## config.mk

```make
export PLATFORM = sky130hd
export DESIGN_NAME = polyline_proximity_veto_top
export DESIGN_NICKNAME = d
export VERILOG_FILES = /design/src/rtl/core/ppv_pkg.sv /design/src/rtl/core/ppv_front.sv /design/src/rtl/core/ppv_queue.sv /design/src/rtl/core/ppv_back.sv /design/src/rtl/core/polyline_proximity_veto_top.sv
export VERILOG_INCLUDE_DIRS = /design/src /design/src/rtl/core
export SDC_FILE = /design/constraint.sdc
export NUM_CORES = 2
export LEC_CHECK = 0
export BUFFER_PORTS_ARGS = -buffer_cell sky130_fd_sc_hd__buf_2
export CAP_MARGIN = 20
export CELL_PAD_IN_SITES_DETAIL_PLACEMENT = 1
export CELL_PAD_IN_SITES_GLOBAL_PLACEMENT = 2
export CORE_UTILIZATION = 38
export CTS_CLUSTER_SIZE = 20
export DETAILED_ROUTE_END_ITERATION = 12
export PLACE_DENSITY = 0.85
export SYNTH_ARGS = -nofsm -noshare
export SYNTH_HDL_FRONTEND = slang
export SYNTH_SLANG_ARGS = --single-unit
```

## constraint.sdc

```tcl
create_clock -name i_clk -period 9.13 [get_ports i_clk]
set_input_delay 1.826 -clock i_clk [delete_from_list [all_inputs] [get_ports i_clk]]
set_output_delay 1.826 -clock i_clk [all_outputs]
set_load 0.01 [all_outputs]
```

## src/rtl/core/assert_macros.svh

```systemverilog
// Assertion helpers shared by the RTL of the proximity veto.
`ifndef ASSERT_MACROS_SVH
`define ASSERT_MACROS_SVH

// Concurrent check on the rising edge, off while reset is low.
`define PPV_ASSERT(lbl, clk, rst_n, prop, msg) \
    lbl: assert property (@(posedge clk) disable iff (!rst_n) prop) else $error(msg);

// Condition that must never hold at a clock edge.
`define PPV_NEVER(lbl, clk, rst_n, cond, msg) \
    `PPV_ASSERT(lbl, clk, rst_n, !(cond), msg)

`endif

```

## src/rtl/core/ppv_pkg.sv

```systemverilog
package ppv_pkg;

    localparam int COORD_W   = 18;
    localparam int THR_W     = 16;
    localparam int DIFF_W    = COORD_W + 1;
    localparam int SQ_W      = 2 * COORD_W + 2;
    localparam int FULL_W    = (SQ_W > 2 * THR_W) ? SQ_W : 2 * THR_W;
    localparam int HALF_W    = (FULL_W + 1) / 2;
    localparam int MOP_W     = HALF_W + 1;
    localparam int PROD_W    = 2 * MOP_W;
    localparam int ACC_W     = 4 * HALF_W + 2;
    localparam int NUM_AXES  = 3;

    localparam int QDEPTH    = 2;
    localparam int QPTR_W    = (QDEPTH > 1) ? $clog2(QDEPTH) : 1;
    localparam int QCNT_W    = $clog2(QDEPTH + 1);

    localparam int NUM_REGS  = 4;
    localparam int REG_IDX_W = $clog2(NUM_REGS);
    localparam int ADDR_W    = REG_IDX_W + 2;
    localparam int DATA_W    = 32;

    localparam logic [REG_IDX_W-1:0] REG_VX  = REG_IDX_W'(0);
    localparam logic [REG_IDX_W-1:0] REG_VY  = REG_IDX_W'(1);
    localparam logic [REG_IDX_W-1:0] REG_VZ  = REG_IDX_W'(2);
    localparam logic [REG_IDX_W-1:0] REG_THR = REG_IDX_W'(3);

    localparam logic [THR_W-1:0] THR_RESET = THR_W'(160);

    typedef logic [NUM_AXES-1:0][DIFF_W-1:0] t_diff_vec;

    // One point after classification: differences ready for the math unit.
    typedef struct packed {
        logic      test;
        logic      last;
        t_diff_vec d;
        t_diff_vec wa;
        t_diff_vec wb;
    } t_seg_entry;

endpackage

```

## src/rtl/core/ppv_front.sv

```systemverilog
module ppv_front
    import ppv_pkg::*;
(
    input  logic               i_clk,
    input  logic               i_rst_n,
    input  logic               i_valid,
    output logic               o_stall,
    input  logic [COORD_W-1:0] i_point_x,
    input  logic [COORD_W-1:0] i_point_y,
    input  logic [COORD_W-1:0] i_point_z,
    input  logic               i_track_start,
    input  logic               i_batch_end,
    input  logic [COORD_W-1:0] i_vertex_x,
    input  logic [COORD_W-1:0] i_vertex_y,
    input  logic [COORD_W-1:0] i_vertex_z,
    input  logic               i_q_full,
    output logic               o_push,
    output t_seg_entry         o_entry
);

    logic [NUM_AXES-1:0][COORD_W-1:0] r_prev, n_prev;
    logic                             r_prev_valid, n_prev_valid;
    logic [NUM_AXES-1:0][COORD_W-1:0] cur;
    logic [NUM_AXES-1:0][COORD_W-1:0] vtx;
    logic                             accept;

    assign cur     = {i_point_z, i_point_y, i_point_x};
    assign vtx     = {i_vertex_z, i_vertex_y, i_vertex_x};
    assign o_stall = i_q_full;
    assign accept  = i_valid && !i_q_full;
    assign o_push  = accept;

    always_comb begin
        o_entry.test = !i_track_start && r_prev_valid;
        o_entry.last = i_batch_end;
        for (int i = 0; i < NUM_AXES; i++) begin
            o_entry.d[i]  = DIFF_W'($signed(cur[i])) - DIFF_W'($signed(r_prev[i]));
            o_entry.wa[i] = DIFF_W'($signed(vtx[i])) - DIFF_W'($signed(r_prev[i]));
            o_entry.wb[i] = DIFF_W'($signed(vtx[i])) - DIFF_W'($signed(cur[i]));
        end
    end

    always_comb begin
        n_prev       = r_prev;
        n_prev_valid = r_prev_valid;
        if (accept) begin
            n_prev       = cur;
            // a batch end breaks the chain for the next point
            n_prev_valid = !i_batch_end;
        end
    end

    always_ff @(posedge i_clk) begin
        if (!i_rst_n) begin
            r_prev_valid <= 1'b0;
        end else begin
            r_prev_valid <= n_prev_valid;
        end
        r_prev <= n_prev;
    end

endmodule

```

## src/rtl/core/ppv_queue.sv

```systemverilog
`include "assert_macros.svh"

module ppv_queue
    import ppv_pkg::*;
(
    input  logic       i_clk,
    input  logic       i_rst_n,
    input  logic       i_push,
    input  t_seg_entry i_wdata,
    output logic       o_full,
    input  logic       i_pop,
    output t_seg_entry o_rdata,
    output logic       o_empty
);

    t_seg_entry              r_mem [QDEPTH];
    logic [QPTR_W-1:0]       r_wptr, n_wptr;
    logic [QPTR_W-1:0]       r_rptr, n_rptr;
    logic [QCNT_W-1:0]       r_count, n_count;

    assign o_full  = (r_count == QCNT_W'(QDEPTH));
    assign o_empty = (r_count == '0);
    assign o_rdata = r_mem[r_rptr];

    always_comb begin
        n_wptr  = r_wptr;
        n_rptr  = r_rptr;
        n_count = r_count;
        if (i_push) begin
            n_wptr = (r_wptr == QPTR_W'(QDEPTH - 1)) ? '0 : r_wptr + 1'b1;
        end
        if (i_pop) begin
            n_rptr = (r_rptr == QPTR_W'(QDEPTH - 1)) ? '0 : r_rptr + 1'b1;
        end
        case ({i_push, i_pop})
            2'b10:   n_count = r_count + 1'b1;
            2'b01:   n_count = r_count - 1'b1;
            default: n_count = r_count;
        endcase
    end

    always_ff @(posedge i_clk) begin
        if (!i_rst_n) begin
            r_wptr  <= '0;
            r_rptr  <= '0;
            r_count <= '0;
        end else begin
            r_wptr  <= n_wptr;
            r_rptr  <= n_rptr;
            r_count <= n_count;
        end
        if (i_push) begin
            r_mem[r_wptr] <= i_wdata;
        end
    end

    `PPV_NEVER(a_q_pop_empty, i_clk, i_rst_n, i_pop && (r_count == '0), "pop from empty queue")
    `PPV_ASSERT(a_q_bound, i_clk, i_rst_n, r_count <= QCNT_W'(QDEPTH), "queue count overflow")

endmodule

```

## src/rtl/core/ppv_back.sv

```systemverilog
`include "assert_macros.svh"

module ppv_back
    import ppv_pkg::*;
(
    input  logic             i_clk,
    input  logic             i_rst_n,
    input  logic             i_q_empty,
    output logic             o_q_pop,
    input  t_seg_entry       i_entry,
    input  logic [THR_W-1:0] i_thr,
    output logic             o_valid,
    input  logic             i_stall,
    output logic             o_near_track
);

    localparam logic [2:0] S_IDLE = 3'd0;
    localparam logic [2:0] S_MUL  = 3'd1;
    localparam logic [2:0] S_DRN1 = 3'd2;
    localparam logic [2:0] S_CHK1 = 3'd3;
    localparam logic [2:0] S_DRN2 = 3'd4;
    localparam logic [2:0] S_CHK2 = 3'd5;
    localparam logic [2:0] S_FIN  = 3'd6;

    localparam int TAG_W = 4;
    localparam logic [TAG_W-1:0] TAG_LEN  = 4'd0;
    localparam logic [TAG_W-1:0] TAG_WA   = 4'd1;
    localparam logic [TAG_W-1:0] TAG_WB   = 4'd2;
    localparam logic [TAG_W-1:0] TAG_DOT  = 4'd3;
    localparam logic [TAG_W-1:0] TAG_THR  = 4'd4;
    localparam logic [TAG_W-1:0] TAG_ADD0 = 4'd5;
    localparam logic [TAG_W-1:0] TAG_ADD1 = 4'd6;
    localparam logic [TAG_W-1:0] TAG_ADD2 = 4'd7;
    localparam logic [TAG_W-1:0] TAG_SUB0 = 4'd8;
    localparam logic [TAG_W-1:0] TAG_SUB1 = 4'd9;
    localparam logic [TAG_W-1:0] TAG_SUB2 = 4'd10;

    localparam int STEP_W = 5;
    localparam logic [STEP_W-1:0] STEP_P1_LAST  = 5'd12;
    localparam logic [STEP_W-1:0] STEP_P2_FIRST = 5'd13;
    localparam logic [STEP_W-1:0] STEP_P2_LAST  = 5'd24;

    function automatic logic signed [MOP_W-1:0] sx(input logic [DIFF_W-1:0] v);
        return MOP_W'($signed(v));
    endfunction

    function automatic logic signed [MOP_W-1:0] zx(input logic [HALF_W-1:0] v);
        return $signed(MOP_W'(v));
    endfunction

    function automatic logic [HALF_W-1:0] hi_of(input logic [FULL_W-1:0] v);
        logic [2*HALF_W-1:0] e;
        e = (2*HALF_W)'(v);
        return e[2*HALF_W-1:HALF_W];
    endfunction

    function automatic logic [HALF_W-1:0] lo_of(input logic [FULL_W-1:0] v);
        return v[HALF_W-1:0];
    endfunction

    logic [2:0]                r_state, n_state;
    logic [STEP_W-1:0]         r_step, n_step;
    t_seg_entry                r_ent, n_ent;
    logic                      r_hit, n_hit;
    logic                      r_near_seen, n_near_seen;
    logic [FULL_W-1:0]         r_len2, n_len2;
    logic [FULL_W-1:0]         r_wa2, n_wa2;
    logic [FULL_W-1:0]         r_wb2, n_wb2;
    logic [FULL_W-1:0]         r_thr2, n_thr2;
    logic signed [FULL_W:0]    r_dot, n_dot;
    logic signed [ACC_W-1:0]   r_acc, n_acc;
    logic signed [PROD_W-1:0]  r_prod, n_prod;
    logic [TAG_W-1:0]          r_ptag, n_ptag;
    logic                      r_pvalid, n_pvalid;
    logic                      r_out_valid, n_out_valid;
    logic                      r_out_near, n_out_near;

    logic signed [MOP_W-1:0]   op_a, op_b;
    logic [TAG_W-1:0]          op_tag;
    logic [FULL_W-1:0]         pw_full;
    logic signed [FULL_W:0]    pw_dot;
    logic signed [ACC_W-1:0]   pw_acc;
    logic [FULL_W-1:0]         dot_u;
    logic                      near_now;

    assign o_valid      = r_out_valid;
    assign o_near_track = r_out_near;
    assign dot_u        = r_dot[FULL_W-1:0];

    // operand schedule of the shared multiplier
    always_comb begin
        op_a   = '0;
        op_b   = '0;
        op_tag = TAG_LEN;
        unique case (r_step)
            5'd0:  begin op_a = sx(r_ent.d[0]);  op_b = sx(r_ent.d[0]);  op_tag = TAG_LEN; end
            5'd1:  begin op_a = sx(r_ent.d[1]);  op_b = sx(r_ent.d[1]);  op_tag = TAG_LEN; end
            5'd2:  begin op_a = sx(r_ent.d[2]);  op_b = sx(r_ent.d[2]);  op_tag = TAG_LEN; end
            5'd3:  begin op_a = sx(r_ent.wa[0]); op_b = sx(r_ent.wa[0]); op_tag = TAG_WA;  end
            5'd4:  begin op_a = sx(r_ent.wa[1]); op_b = sx(r_ent.wa[1]); op_tag = TAG_WA;  end
            5'd5:  begin op_a = sx(r_ent.wa[2]); op_b = sx(r_ent.wa[2]); op_tag = TAG_WA;  end
            5'd6:  begin op_a = sx(r_ent.wb[0]); op_b = sx(r_ent.wb[0]); op_tag = TAG_WB;  end
            5'd7:  begin op_a = sx(r_ent.wb[1]); op_b = sx(r_ent.wb[1]); op_tag = TAG_WB;  end
            5'd8:  begin op_a = sx(r_ent.wb[2]); op_b = sx(r_ent.wb[2]); op_tag = TAG_WB;  end
            5'd9:  begin op_a = sx(r_ent.d[0]);  op_b = sx(r_ent.wa[0]); op_tag = TAG_DOT; end
            5'd10: begin op_a = sx(r_ent.d[1]);  op_b = sx(r_ent.wa[1]); op_tag = TAG_DOT; end
            5'd11: begin op_a = sx(r_ent.d[2]);  op_b = sx(r_ent.wa[2]); op_tag = TAG_DOT; end
            5'd12: begin
                op_a   = $signed(MOP_W'(i_thr));
                op_b   = $signed(MOP_W'(i_thr));
                op_tag = TAG_THR;
            end
            // thr2 * len2, added
            5'd13: begin op_a = zx(hi_of(r_thr2)); op_b = zx(hi_of(r_len2)); op_tag = TAG_ADD2; end
            5'd14: begin op_a = zx(hi_of(r_thr2)); op_b = zx(lo_of(r_len2)); op_tag = TAG_ADD1; end
            5'd15: begin op_a = zx(lo_of(r_thr2)); op_b = zx(hi_of(r_len2)); op_tag = TAG_ADD1; end
            5'd16: begin op_a = zx(lo_of(r_thr2)); op_b = zx(lo_of(r_len2)); op_tag = TAG_ADD0; end
            // dot * dot, added
            5'd17: begin op_a = zx(hi_of(dot_u));  op_b = zx(hi_of(dot_u));  op_tag = TAG_ADD2; end
            5'd18: begin op_a = zx(hi_of(dot_u));  op_b = zx(lo_of(dot_u));  op_tag = TAG_ADD1; end
            5'd19: begin op_a = zx(lo_of(dot_u));  op_b = zx(hi_of(dot_u));  op_tag = TAG_ADD1; end
            5'd20: begin op_a = zx(lo_of(dot_u));  op_b = zx(lo_of(dot_u));  op_tag = TAG_ADD0; end
            // wa2 * len2, subtracted
            5'd21: begin op_a = zx(hi_of(r_wa2));  op_b = zx(hi_of(r_len2)); op_tag = TAG_SUB2; end
            5'd22: begin op_a = zx(hi_of(r_wa2));  op_b = zx(lo_of(r_len2)); op_tag = TAG_SUB1; end
            5'd23: begin op_a = zx(lo_of(r_wa2));  op_b = zx(hi_of(r_len2)); op_tag = TAG_SUB1; end
            5'd24: begin op_a = zx(lo_of(r_wa2));  op_b = zx(lo_of(r_len2)); op_tag = TAG_SUB0; end
            default: begin
                op_a   = '0;
                op_b   = '0;
                op_tag = TAG_LEN;
            end
        endcase
    end

    assign pw_full = FULL_W'(r_prod);
    assign pw_dot  = (FULL_W + 1)'(r_prod);
    assign pw_acc  = ACC_W'(r_prod);

    always_comb begin
        n_state     = r_state;
        n_step      = r_step;
        n_ent       = r_ent;
        n_hit       = r_hit;
        n_near_seen = r_near_seen;
        n_len2      = r_len2;
        n_wa2       = r_wa2;
        n_wb2       = r_wb2;
        n_thr2      = r_thr2;
        n_dot       = r_dot;
        n_acc       = r_acc;
        n_prod      = op_a * op_b;
        n_ptag      = op_tag;
        n_pvalid    = 1'b0;
        n_out_valid = r_out_valid && i_stall;
        n_out_near  = r_out_near;
        o_q_pop     = 1'b0;
        near_now    = r_near_seen || r_hit;

        // retire the product issued last cycle
        if (r_pvalid) begin
            case (r_ptag)
                TAG_LEN:  n_len2 = r_len2 + pw_full;
                TAG_WA:   n_wa2  = r_wa2 + pw_full;
                TAG_WB:   n_wb2  = r_wb2 + pw_full;
                TAG_DOT:  n_dot  = r_dot + pw_dot;
                TAG_THR:  n_thr2 = pw_full;
                TAG_ADD0: n_acc  = r_acc + pw_acc;
                TAG_ADD1: n_acc  = r_acc + (pw_acc <<< HALF_W);
                TAG_ADD2: n_acc  = r_acc + (pw_acc <<< (2 * HALF_W));
                TAG_SUB0: n_acc  = r_acc - pw_acc;
                TAG_SUB1: n_acc  = r_acc - (pw_acc <<< HALF_W);
                TAG_SUB2: n_acc  = r_acc - (pw_acc <<< (2 * HALF_W));
                default:  n_acc  = r_acc;
            endcase
        end

        unique case (r_state)
            S_IDLE: begin
                if (!i_q_empty) begin
                    o_q_pop = 1'b1;
                    n_ent   = i_entry;
                    n_hit   = 1'b0;
                    if (i_entry.test) begin
                        n_len2  = '0;
                        n_wa2   = '0;
                        n_wb2   = '0;
                        n_thr2  = '0;
                        n_dot   = '0;
                        n_acc   = '0;
                        n_step  = '0;
                        n_state = S_MUL;
                    end else begin
                        n_state = S_FIN;
                    end
                end
            end
            S_MUL: begin
                n_pvalid = 1'b1;
                n_step   = r_step + 1'b1;
                if (r_step == STEP_P1_LAST) begin
                    n_state = S_DRN1;
                end else if (r_step == STEP_P2_LAST) begin
                    n_state = S_DRN2;
                end
            end
            S_DRN1: n_state = S_CHK1;
            S_CHK1: begin
                if (r_len2 == '0) begin
                    // zero-length segment: skip entirely
                    n_hit   = 1'b0;
                    n_state = S_FIN;
                end else if ((r_wa2 < r_thr2) || (r_wb2 < r_thr2)) begin
                    n_hit   = 1'b1;
                    n_state = S_FIN;
                end else if (r_dot[FULL_W] || (dot_u > r_len2)) begin
                    // foot falls off the segment
                    n_hit   = 1'b0;
                    n_state = S_FIN;
                end else begin
                    n_step  = STEP_P2_FIRST;
                    n_state = S_MUL;
                end
            end
            S_DRN2: n_state = S_CHK2;
            S_CHK2: begin
                n_hit   = !r_acc[ACC_W-1] && (r_acc != '0);
                n_state = S_FIN;
            end
            S_FIN: begin
                if (!r_ent.last) begin
                    n_near_seen = near_now;
                    n_state     = S_IDLE;
                end else if (!r_out_valid || !i_stall) begin
                    n_out_valid = 1'b1;
                    n_out_near  = near_now;
                    n_near_seen = 1'b0;
                    n_state     = S_IDLE;
                end
            end
            default: n_state = S_IDLE;
        endcase
    end

    always_ff @(posedge i_clk) begin
        if (!i_rst_n) begin
            r_state     <= S_IDLE;
            r_near_seen <= 1'b0;
            r_pvalid    <= 1'b0;
            r_out_valid <= 1'b0;
        end else begin
            r_state     <= n_state;
            r_near_seen <= n_near_seen;
            r_pvalid    <= n_pvalid;
            r_out_valid <= n_out_valid;
        end
        r_step     <= n_step;
        r_ent      <= n_ent;
        r_hit      <= n_hit;
        r_len2     <= n_len2;
        r_wa2      <= n_wa2;
        r_wb2      <= n_wb2;
        r_thr2     <= n_thr2;
        r_dot      <= n_dot;
        r_acc      <= n_acc;
        r_prod     <= n_prod;
        r_ptag     <= n_ptag;
        r_out_near <= n_out_near;
    end

    `PPV_ASSERT(a_dot_nonneg, i_clk, i_rst_n, ((r_state == S_MUL) && (r_step == STEP_P2_FIRST)) |-> !r_dot[FULL_W], "negative projection entered second phase")
    `PPV_ASSERT(a_step_range, i_clk, i_rst_n, (r_state == S_MUL) |-> (r_step <= STEP_P2_LAST), "multiply step out of range")
    `PPV_ASSERT(a_prod_src, i_clk, i_rst_n, r_pvalid |-> ($past(r_state) == S_MUL), "product retired without issue")

endmodule

```

## src/rtl/core/polyline_proximity_veto_top.sv

```systemverilog
// A batch-end point that forms no segment gives its verdict sooner than one whose
//   segment needs the full test. A point with no segment skips the multiplier; a
//   segment runs a first phase on the one 20x20 multiplier, and a second phase
//   only when the endpoint and projection checks do not decide it.
// A two-entry queue lets points be accepted while the multiplier works.
// Reset: synchronous, active low; clears batch state, queue, output and registers.
module polyline_proximity_veto_top
    import ppv_pkg::*;
(
    input  logic               i_clk,
    input  logic               i_rst_n,
    input  logic               i_valid,
    output logic               o_stall,
    input  logic [COORD_W-1:0] i_point_x,
    input  logic [COORD_W-1:0] i_point_y,
    input  logic [COORD_W-1:0] i_point_z,
    input  logic               i_track_start,
    input  logic               i_batch_end,
    output logic               o_valid,
    input  logic               i_stall,
    output logic               o_near_track,
    input  logic               psel,
    input  logic               penable,
    input  logic               pwrite,
    input  logic [ADDR_W-1:0]  paddr,
    input  logic [DATA_W-1:0]  pwdata,
    output logic [DATA_W-1:0]  prdata,
    output logic               pready
);

    logic [COORD_W-1:0]   r_vertex_x, n_vertex_x;
    logic [COORD_W-1:0]   r_vertex_y, n_vertex_y;
    logic [COORD_W-1:0]   r_vertex_z, n_vertex_z;
    logic [THR_W-1:0]     r_thr, n_thr;
    logic [REG_IDX_W-1:0] reg_idx;
    logic                 wr_en;

    logic                 q_push;
    logic                 q_full;
    logic                 q_pop;
    logic                 q_empty;
    t_seg_entry           q_wdata;
    t_seg_entry           q_rdata;

    assign pready  = 1'b1;
    assign reg_idx = paddr[ADDR_W-1:2];
    assign wr_en   = psel && penable && pwrite;

    always_comb begin
        n_vertex_x = r_vertex_x;
        n_vertex_y = r_vertex_y;
        n_vertex_z = r_vertex_z;
        n_thr      = r_thr;
        if (wr_en) begin
            unique case (reg_idx)
                REG_VX:  n_vertex_x = pwdata[COORD_W-1:0];
                REG_VY:  n_vertex_y = pwdata[COORD_W-1:0];
                REG_VZ:  n_vertex_z = pwdata[COORD_W-1:0];
                REG_THR: n_thr      = pwdata[THR_W-1:0];
                default: n_thr      = r_thr;
            endcase
        end
    end

    always_comb begin
        unique case (reg_idx)
            REG_VX:  prdata = DATA_W'(r_vertex_x);
            REG_VY:  prdata = DATA_W'(r_vertex_y);
            REG_VZ:  prdata = DATA_W'(r_vertex_z);
            REG_THR: prdata = DATA_W'(r_thr);
            default: prdata = '0;
        endcase
    end

    always_ff @(posedge i_clk) begin
        if (!i_rst_n) begin
            r_vertex_x <= '0;
            r_vertex_y <= '0;
            r_vertex_z <= '0;
            r_thr      <= THR_RESET;
        end else begin
            r_vertex_x <= n_vertex_x;
            r_vertex_y <= n_vertex_y;
            r_vertex_z <= n_vertex_z;
            r_thr      <= n_thr;
        end
    end

    ppv_front u_front (
        .i_clk         (i_clk),
        .i_rst_n       (i_rst_n),
        .i_valid       (i_valid),
        .o_stall       (o_stall),
        .i_point_x     (i_point_x),
        .i_point_y     (i_point_y),
        .i_point_z     (i_point_z),
        .i_track_start (i_track_start),
        .i_batch_end   (i_batch_end),
        .i_vertex_x    (r_vertex_x),
        .i_vertex_y    (r_vertex_y),
        .i_vertex_z    (r_vertex_z),
        .i_q_full      (q_full),
        .o_push        (q_push),
        .o_entry       (q_wdata)
    );

    ppv_queue u_queue (
        .i_clk   (i_clk),
        .i_rst_n (i_rst_n),
        .i_push  (q_push),
        .i_wdata (q_wdata),
        .o_full  (q_full),
        .i_pop   (q_pop),
        .o_rdata (q_rdata),
        .o_empty (q_empty)
    );

    ppv_back u_back (
        .i_clk        (i_clk),
        .i_rst_n      (i_rst_n),
        .i_q_empty    (q_empty),
        .o_q_pop      (q_pop),
        .i_entry      (q_rdata),
        .i_thr        (r_thr),
        .o_valid      (o_valid),
        .i_stall      (i_stall),
        .o_near_track (o_near_track)
    );

endmodule

```

======== Word-level counts from Yosys, hierarchy flattened ========
Memories as Yosys holds them, arrays and structs flattened. A register that Yosys moved wholly into a read port is not among the register bits.
Index checks and enable logic that the tools add are counted.
operators by class
  $add $sub $neg .......................... 24
  multiply operators ...................... 1
  order comparisons ....................... 3
  eq/ne operators ......................... 55
  muxes and demuxes ....................... 70
  bitwise logic cells ..................... 1
  reductions and logical operators ........ 59
operator list
  cell                                           count
  two-way mux 38 bit                             20
  case mux 78 bit (6 select lines)               1
  case mux 20 bit (16 select lines)              1
  two-way mux 78 bit                             4
  case mux 20 bit (14 select lines)              1
  two-way mux 39 bit                             5
  subtractor 18 x 18 -> 19 bit                   9
  case mux 32 bit (4 select lines)               1
  adder 38 bit                                   3
  adder 78 x 40 -> 78 bit                        1
  adder 78 x 59 -> 78 bit                        1
  adder 78 bit                                   1
  nonzero test 78 bit                            1
  subtractor 78 x 40 -> 78 bit                   1
  subtractor 78 x 59 -> 78 bit                   1
  subtractor 78 bit                              1
  < comparator 38 bit                            2
  == test 5 bit, second input constant           9
  == test 5 x 4 -> 1 bit, second input constant  8
  multiplier 20 x 20 -> 40 bit                   1
  case mux 4 bit (10 select lines)               1
  adder 39 bit                                   1
  greater-than comparator 38 bit                 1
  logical NOT 38 bit                             1
  44 further kinds                               137
word-level totals
  flip-flop bits (word level) ............. 627
  memory bits (writable) .................. 346
  input bits .............................. 99
  output and inout bits ................... 36
  memories kept ........................... 1
memory list
  name           depth  bits a word  rd ports  clocked after memory_dff  wr ports  RTL line         RTL
  u_queue.r_mem  2      173          1         1                         1         ppv_queue.sv:16  t_seg_entry r_mem [QDEPTH];

======== Longest topological paths before layout ========
  depth in word-level cells ............... 6
  gate-level depth with buffers ........... 39

======== Hierarchy ========
From an unflattened synthesis, not the netlist that was laid out.
unflattened totals
  cells, all modules ...................... 9138
  area, all modules ....................... 83005.9 µm²
modules (own cells, without submodules)
  module                       instances  cells each  area an instance (µm²)  seq. area each (µm²)
  ppv_back                     1          7009        57352.5                 11761.3
  ppv_queue                    1          560         12692.2                 10490.1
  ppv_front                    1          1272        9833.2                  1641.6
  polyline_proximity_veto_top  1          297         3128.0                  1401.3

======== Worst setup path after synthesis ========
OpenSTA, ideal clock, no wires.
  path type ............................... input -> register
  start ................................... input i_valid
  end ..................................... memory u_queue.r_mem[0][0] in the netlist's numbering (enable)
  setup time .............................. 0.708 ns
  arrival ................................. 9.081 ns
  required time ........................... 8.422 ns
  path slack .............................. -0.659 ns
  stages on the path ...................... 2
  path buffers ............................ 0
  path through ............................ nand2_1 > nor2_1
on the way
  word-level cells in the longest chain between the ends .. 3
ends and longest elaborated chain
  item                                     RTL line                           RTL
  start, declared                          polyline_proximity_veto_top.sv:12  input logic i_valid,
  logical AND 1 bit                        ppv_front.sv:30                    assign accept = i_valid && !i_q_full;
  two-way mux 1 bit                        ppv_queue.sv:52                    if (i_push) begin
  two-way mux 1 bit (not written as such)  ppv_queue.sv:53                    r_mem[r_wptr] <= i_wdata;
  end, declared                            ppv_queue.sv:16
Every way passes these cells.

======== Final worst setup path ========
  start ................................... register u_back.r_step[1]
  end ..................................... register u_back.r_prod[38]
on the way
  word-level cells in the longest chain between the ends .. 4
ends and longest elaborated chain
  item                                                                                           RTL line         RTL
  start, declared                                                                                ppv_back.sv:62   logic [STEP_W-1:0] r_step, n_step;
  start signal, assigned                                                                         ppv_back.sv:257  r_step <= n_step;
  == test 5 x 4 -> 1 bit, or another cell as far along                                           ppv_back.sv:95   unique case (r_step)
  OR reduction 4 bit (no line) / OR reduction 2 bit (equally long branches)                      -
  case mux 20 bit (14 select lines) / case mux 20 bit (16 select lines) (equally long branches)  ppv_back.sv:95
  multiplier 20 x 20 -> 40 bit (*)                                                               ppv_back.sv:152  n_prod = op_a * op_b;
  via u_back.n_prod[38]                                                                          ppv_back.sv:72   logic signed [PROD_W-1:0] r_prod, n_prod;
  end signal, assigned                                                                           ppv_back.sv:266  r_prod <= n_prod;
  end, declared                                                                                  ppv_back.sv:72
The timed path passes the listed nets; every way through them passes the cells marked *.
A chain may end at the register's enable or synchronous reset.

==> results.md <==
* Main combinational cell family by area after synthesis: adder cells
* Proportion of synthesized area in mux cells at 2.990%
* Primary flip-flop cell chosen by synthesis mapping: edfxtp_1
* Antenna violations before repair at 6
* Slowest cell on the critical path: fa_2
* Pin count of the biggest net entering global routing at 159
* Worst-case headroom to the max-slew limit at a little over an eighth
* Maximum capacitance violations at 0
* Proportion of synthesized chip area in sequential cells at about a third
* Final setup skew at 53.22 ps
* Arithmetic-cell share of the synthesized area counting full adders, half adders and majority gates at around 22%
* Antenna viol nets, final at 0
* Worst hold-check path type: reg2reg
* Achievable frequency at around 0.11 GHz
* Path type of the worst setup path: reg2reg
* Root Buffer: clkbuf_16
* Top library cells by usage in the layout, fill and taps aside: nand2_1 (1081), inv_1 (797), nor2_1 (728), a21oi_1 (706), ha_1 (703)
* Worst reg2reg path depth at 37
* Ys async rst share at 0%
* Maximum buffer depth of the clock tree at 3
* Synthesized area per cell at slightly above 9 µm²
* Detail Placement HPWL at 261600 µm
* Share of post-route cells with drive strength above 1 at between 10% and 20%
* Transition at the pin with the smallest max-transition slack at ~1300 ps
* Post-synth top area cell: edfxtp_1
* Hold Path Cell Cnt at 2
* Port Buf Inserts at around 100
* CTS tree: yes
* Reg-to-reg critical path endpoint: u_back.r_prod[38]
* Critical Path Sink: u_back.r_prod[38]
* Area share of xor/xnor cells in the synthesized design at 5.920%
* Number of enable-type register cells in the synthesized netlist at 579
* Number of instances in the synthesized netlist at just under 9000
* Number of slew-limit violations in the final report at 0
* Area of the mapped netlist at about 80000 µm²
* Setup Viol. Count Final at 0
* RSZ-0062 raised after global routing: yes
* Final Wtd Congestion at roughly 0.99
* Status: finished, final reports clean
* Area of the core region at approximately 210000 µm²
* Hold Violations, Final at 0
* Count of unresolved DRC violations after routing at 0
* Critical Path Fanout Max at 19
* Synthesized-area fraction occupied by ao, oa, aoi and oai cells at between 15 and 20%
* Total via count after detailed routing at 70810
* Total number of H-tree levels at 3
* Height of the die at between 400 and 500 µm
* Launching element of the worst setup path: u_back.r_step[1]
* Main area contributors after synthesis: edfxtp_1 (22%), ha_1 (11%), fa_1 (11%)
* Most common library cell in the layout ignoring fill and taps: nand2_1
* Simple logic cell fraction of the synthesized area at approximately 15%
* Delay of the slowest cell on the worst path at roughly 620 ps
* Most frequent CP cell: fa_1
* Share of the clock period used by the worst path at 97.75%
* Kind of end point of the critical path: flip-flop
* Layout overhead on the synthesized area at 14.66%
* Number of library cell types mapped by synthesis at 93
* Startpoint class of the critical path: flip-flop
* Required time of the critical path at just under 10000 ps
* Net count reported at finish at 10430
* First-pass detailed-route iteration total at 9
* DR vias/cell at between 5 and 6
* Vias in the first global route at between 70000 and 80000
* Flop2flop setup slack at between 200 and 250 ps
* Wire length per cell at around 27 µm
* I/O pins at around 140
* Warnings from Yosys at 0
* Global-route wire length before repair at roughly 480000 µm
* Number of DRC markers after the initial detailed-route iteration at between 5000 and 6000
* DIE WIDTH at about 460 µm
* Fill cell total of the finished layout at ~24000
* Arrival time at the worst endpoint at slightly below 10000 ps
* FP Rows at around 170
* Clock network latency to the later pin of the worst-skew pair at 810 ps
* Worst-path clk slew at approximately 70 ps
* Reg2Reg Launch Point: u_back.r_step[1]
* Portion of synthesized cell area occupied by the leading cell type at a little over a fifth
* Initial standard-cell utilization of the core at 38.26%
* Area enclosed by the die boundary at ~210000 µm²
* Final Util at 43.87%
* Post-synthesis register bit count at roughly 1000
* Global-route congestion overflow total at 0
* Num CTS Buffers at about 120
* Global router's overall resource usage at a little under a third
* Shortest clock period the worst path allows after layout at ~8900 ps
* Sink Count at approximately 970
* Wire length after detailed routing at 331200 µm
==> state kept, by name, indices dropped and copies added, names as in the netlist, 2 cells and up, named ones only <==
register         flops
r_thr               16
r_vertex_x          18
r_vertex_y          18
r_vertex_z          18
u_back.r_acc        78
u_back.r_dot        39
u_back.r_ent       172
u_back.r_len2       38
u_back.r_prod       40
u_back.r_ptag        4
u_back.r_state       3
u_back.r_step        5
u_back.r_thr2       38
u_back.r_wa2        38
u_back.r_wb2        38
u_front.r_prev      54
u_queue.r_count      2
u_queue.r_mem      346
==> through the flow <==
step	instance area (µm²)	cells	worst slack (ps)	hold slack [ps]	TNS [ps]
after detailed placement	86900	11840	-505.9	454.3	-2659
after floorplan	80240	8831	335.2	436.3	0
after CTS	91060	12060	0.9903	461.4	0
final	91950	12100	205.5	461.5	0
after global routing	91930	12090	-43.74	500.2	-72.62
after global placement	86900	11840	-278.7	442.2	-719.0
==> per-layer routing <==
layer,vias up,share of wire (%),GRT usage (%)
met5,-,0,0
met4,0,7.4,19.11
met3,786,6.2,4.528
met2,2528,46,49.78
met1,35770,41,37.94
li1,31730,-,-
==> synthesized netlist by cell type, drive strengths merged (16+ instances only) <==
cell type	instances
a21boi	31
inv	805
o22ai	41
nor2b	81
o21ai	358
nand2b	83
or4	18
nand3	132
nor3	107
or3	43
xnor2	357
a221oi	71
nor4	51
o21bai	65
nor2	739
or2	16
nand2	1092
a222oi	42
o31ai	34
nand4	107
a21oi	723
o41ai	17
mux4	16
fa	437
ha	710
o221ai	17
clkbuf	327
a21o	236
a22o	38
xor2	185
edfxtp	579
and3	74
o211ai	22
a22oi	81
a211oi	65
and2	30
mux2	172
dfxtp	395
and4	26
o21a	84
buf	48
a31oi	60
a31o	18
==> final cells by class <==
type                            count  area, µm²  area share (%)
Multi-Input combinational cell   6674      51240           55.73
Sequential cell                   974      25300           27.52
Timing Repair Buffer              614       4846           5.270
Tap cell                         2805       3510           3.817
Clock buffer                      151       3181           3.459
Inverter                          808       3038           3.304
Clock inverter                     63      808.3          0.8791
Antenna cell                        6      15.01         0.01633
==> cells by family (layout without fill, tap and decap cells) <==
logic type | count (synthesis) | after routing
multiplexers | 198 | 198
XOR/XNOR | 542 | 542
adder cells (fa/ha/maj) | 1147 | 1147
AO/OA/AOI/OAI | 2122 | 2122
flip-flops | 974 | 974
buffers and inverters | 1183 | 1636
other | 2 | 21
AND/OR/NAND/NOR | 2650 | 2650
==> worst max-delay path: cells and delay by family (launching register included) <==
family                   cells  cell delay [ps]
AO/OA/AOI/OAI               11             1970
XOR/XNOR                     1              130
adder cells (fa/ha/maj)      9             4110
buffers and inverters       11             1290
flip-flops                   1              480
AND/OR/NAND/NOR              5              850
==> worst min-delay path by stage <==
stage / startpoint / end / slack [ps]
finish: u_back.r_thr2[37] / u_back.r_thr2[37] / 460
global route: u_back.r_thr2[37] / u_back.r_thr2[37] / 500
CTS: u_back.r_thr2[37] / u_back.r_thr2[37] / 460
detailed placement: u_back.r_thr2[37] / u_back.r_thr2[37] / 450
global placement: u_back.r_thr2[37] / u_back.r_thr2[37] / 440
floorplan: u_back.r_thr2[37] / u_back.r_thr2[37] / 440
==> what timing repair did <==
item / in CTS / in global routing
hold buffers: 0 / 0
buffers inserted: 3 / 31
endpoints found under the setup margin: 11 / 12
gates resized for setup: 35 / 146
pin swaps: 1 / 69
Power is left out: the tool's default activity adds up to more than one toggle a clock period on the data nets, which glitch-free logic cannot reach.
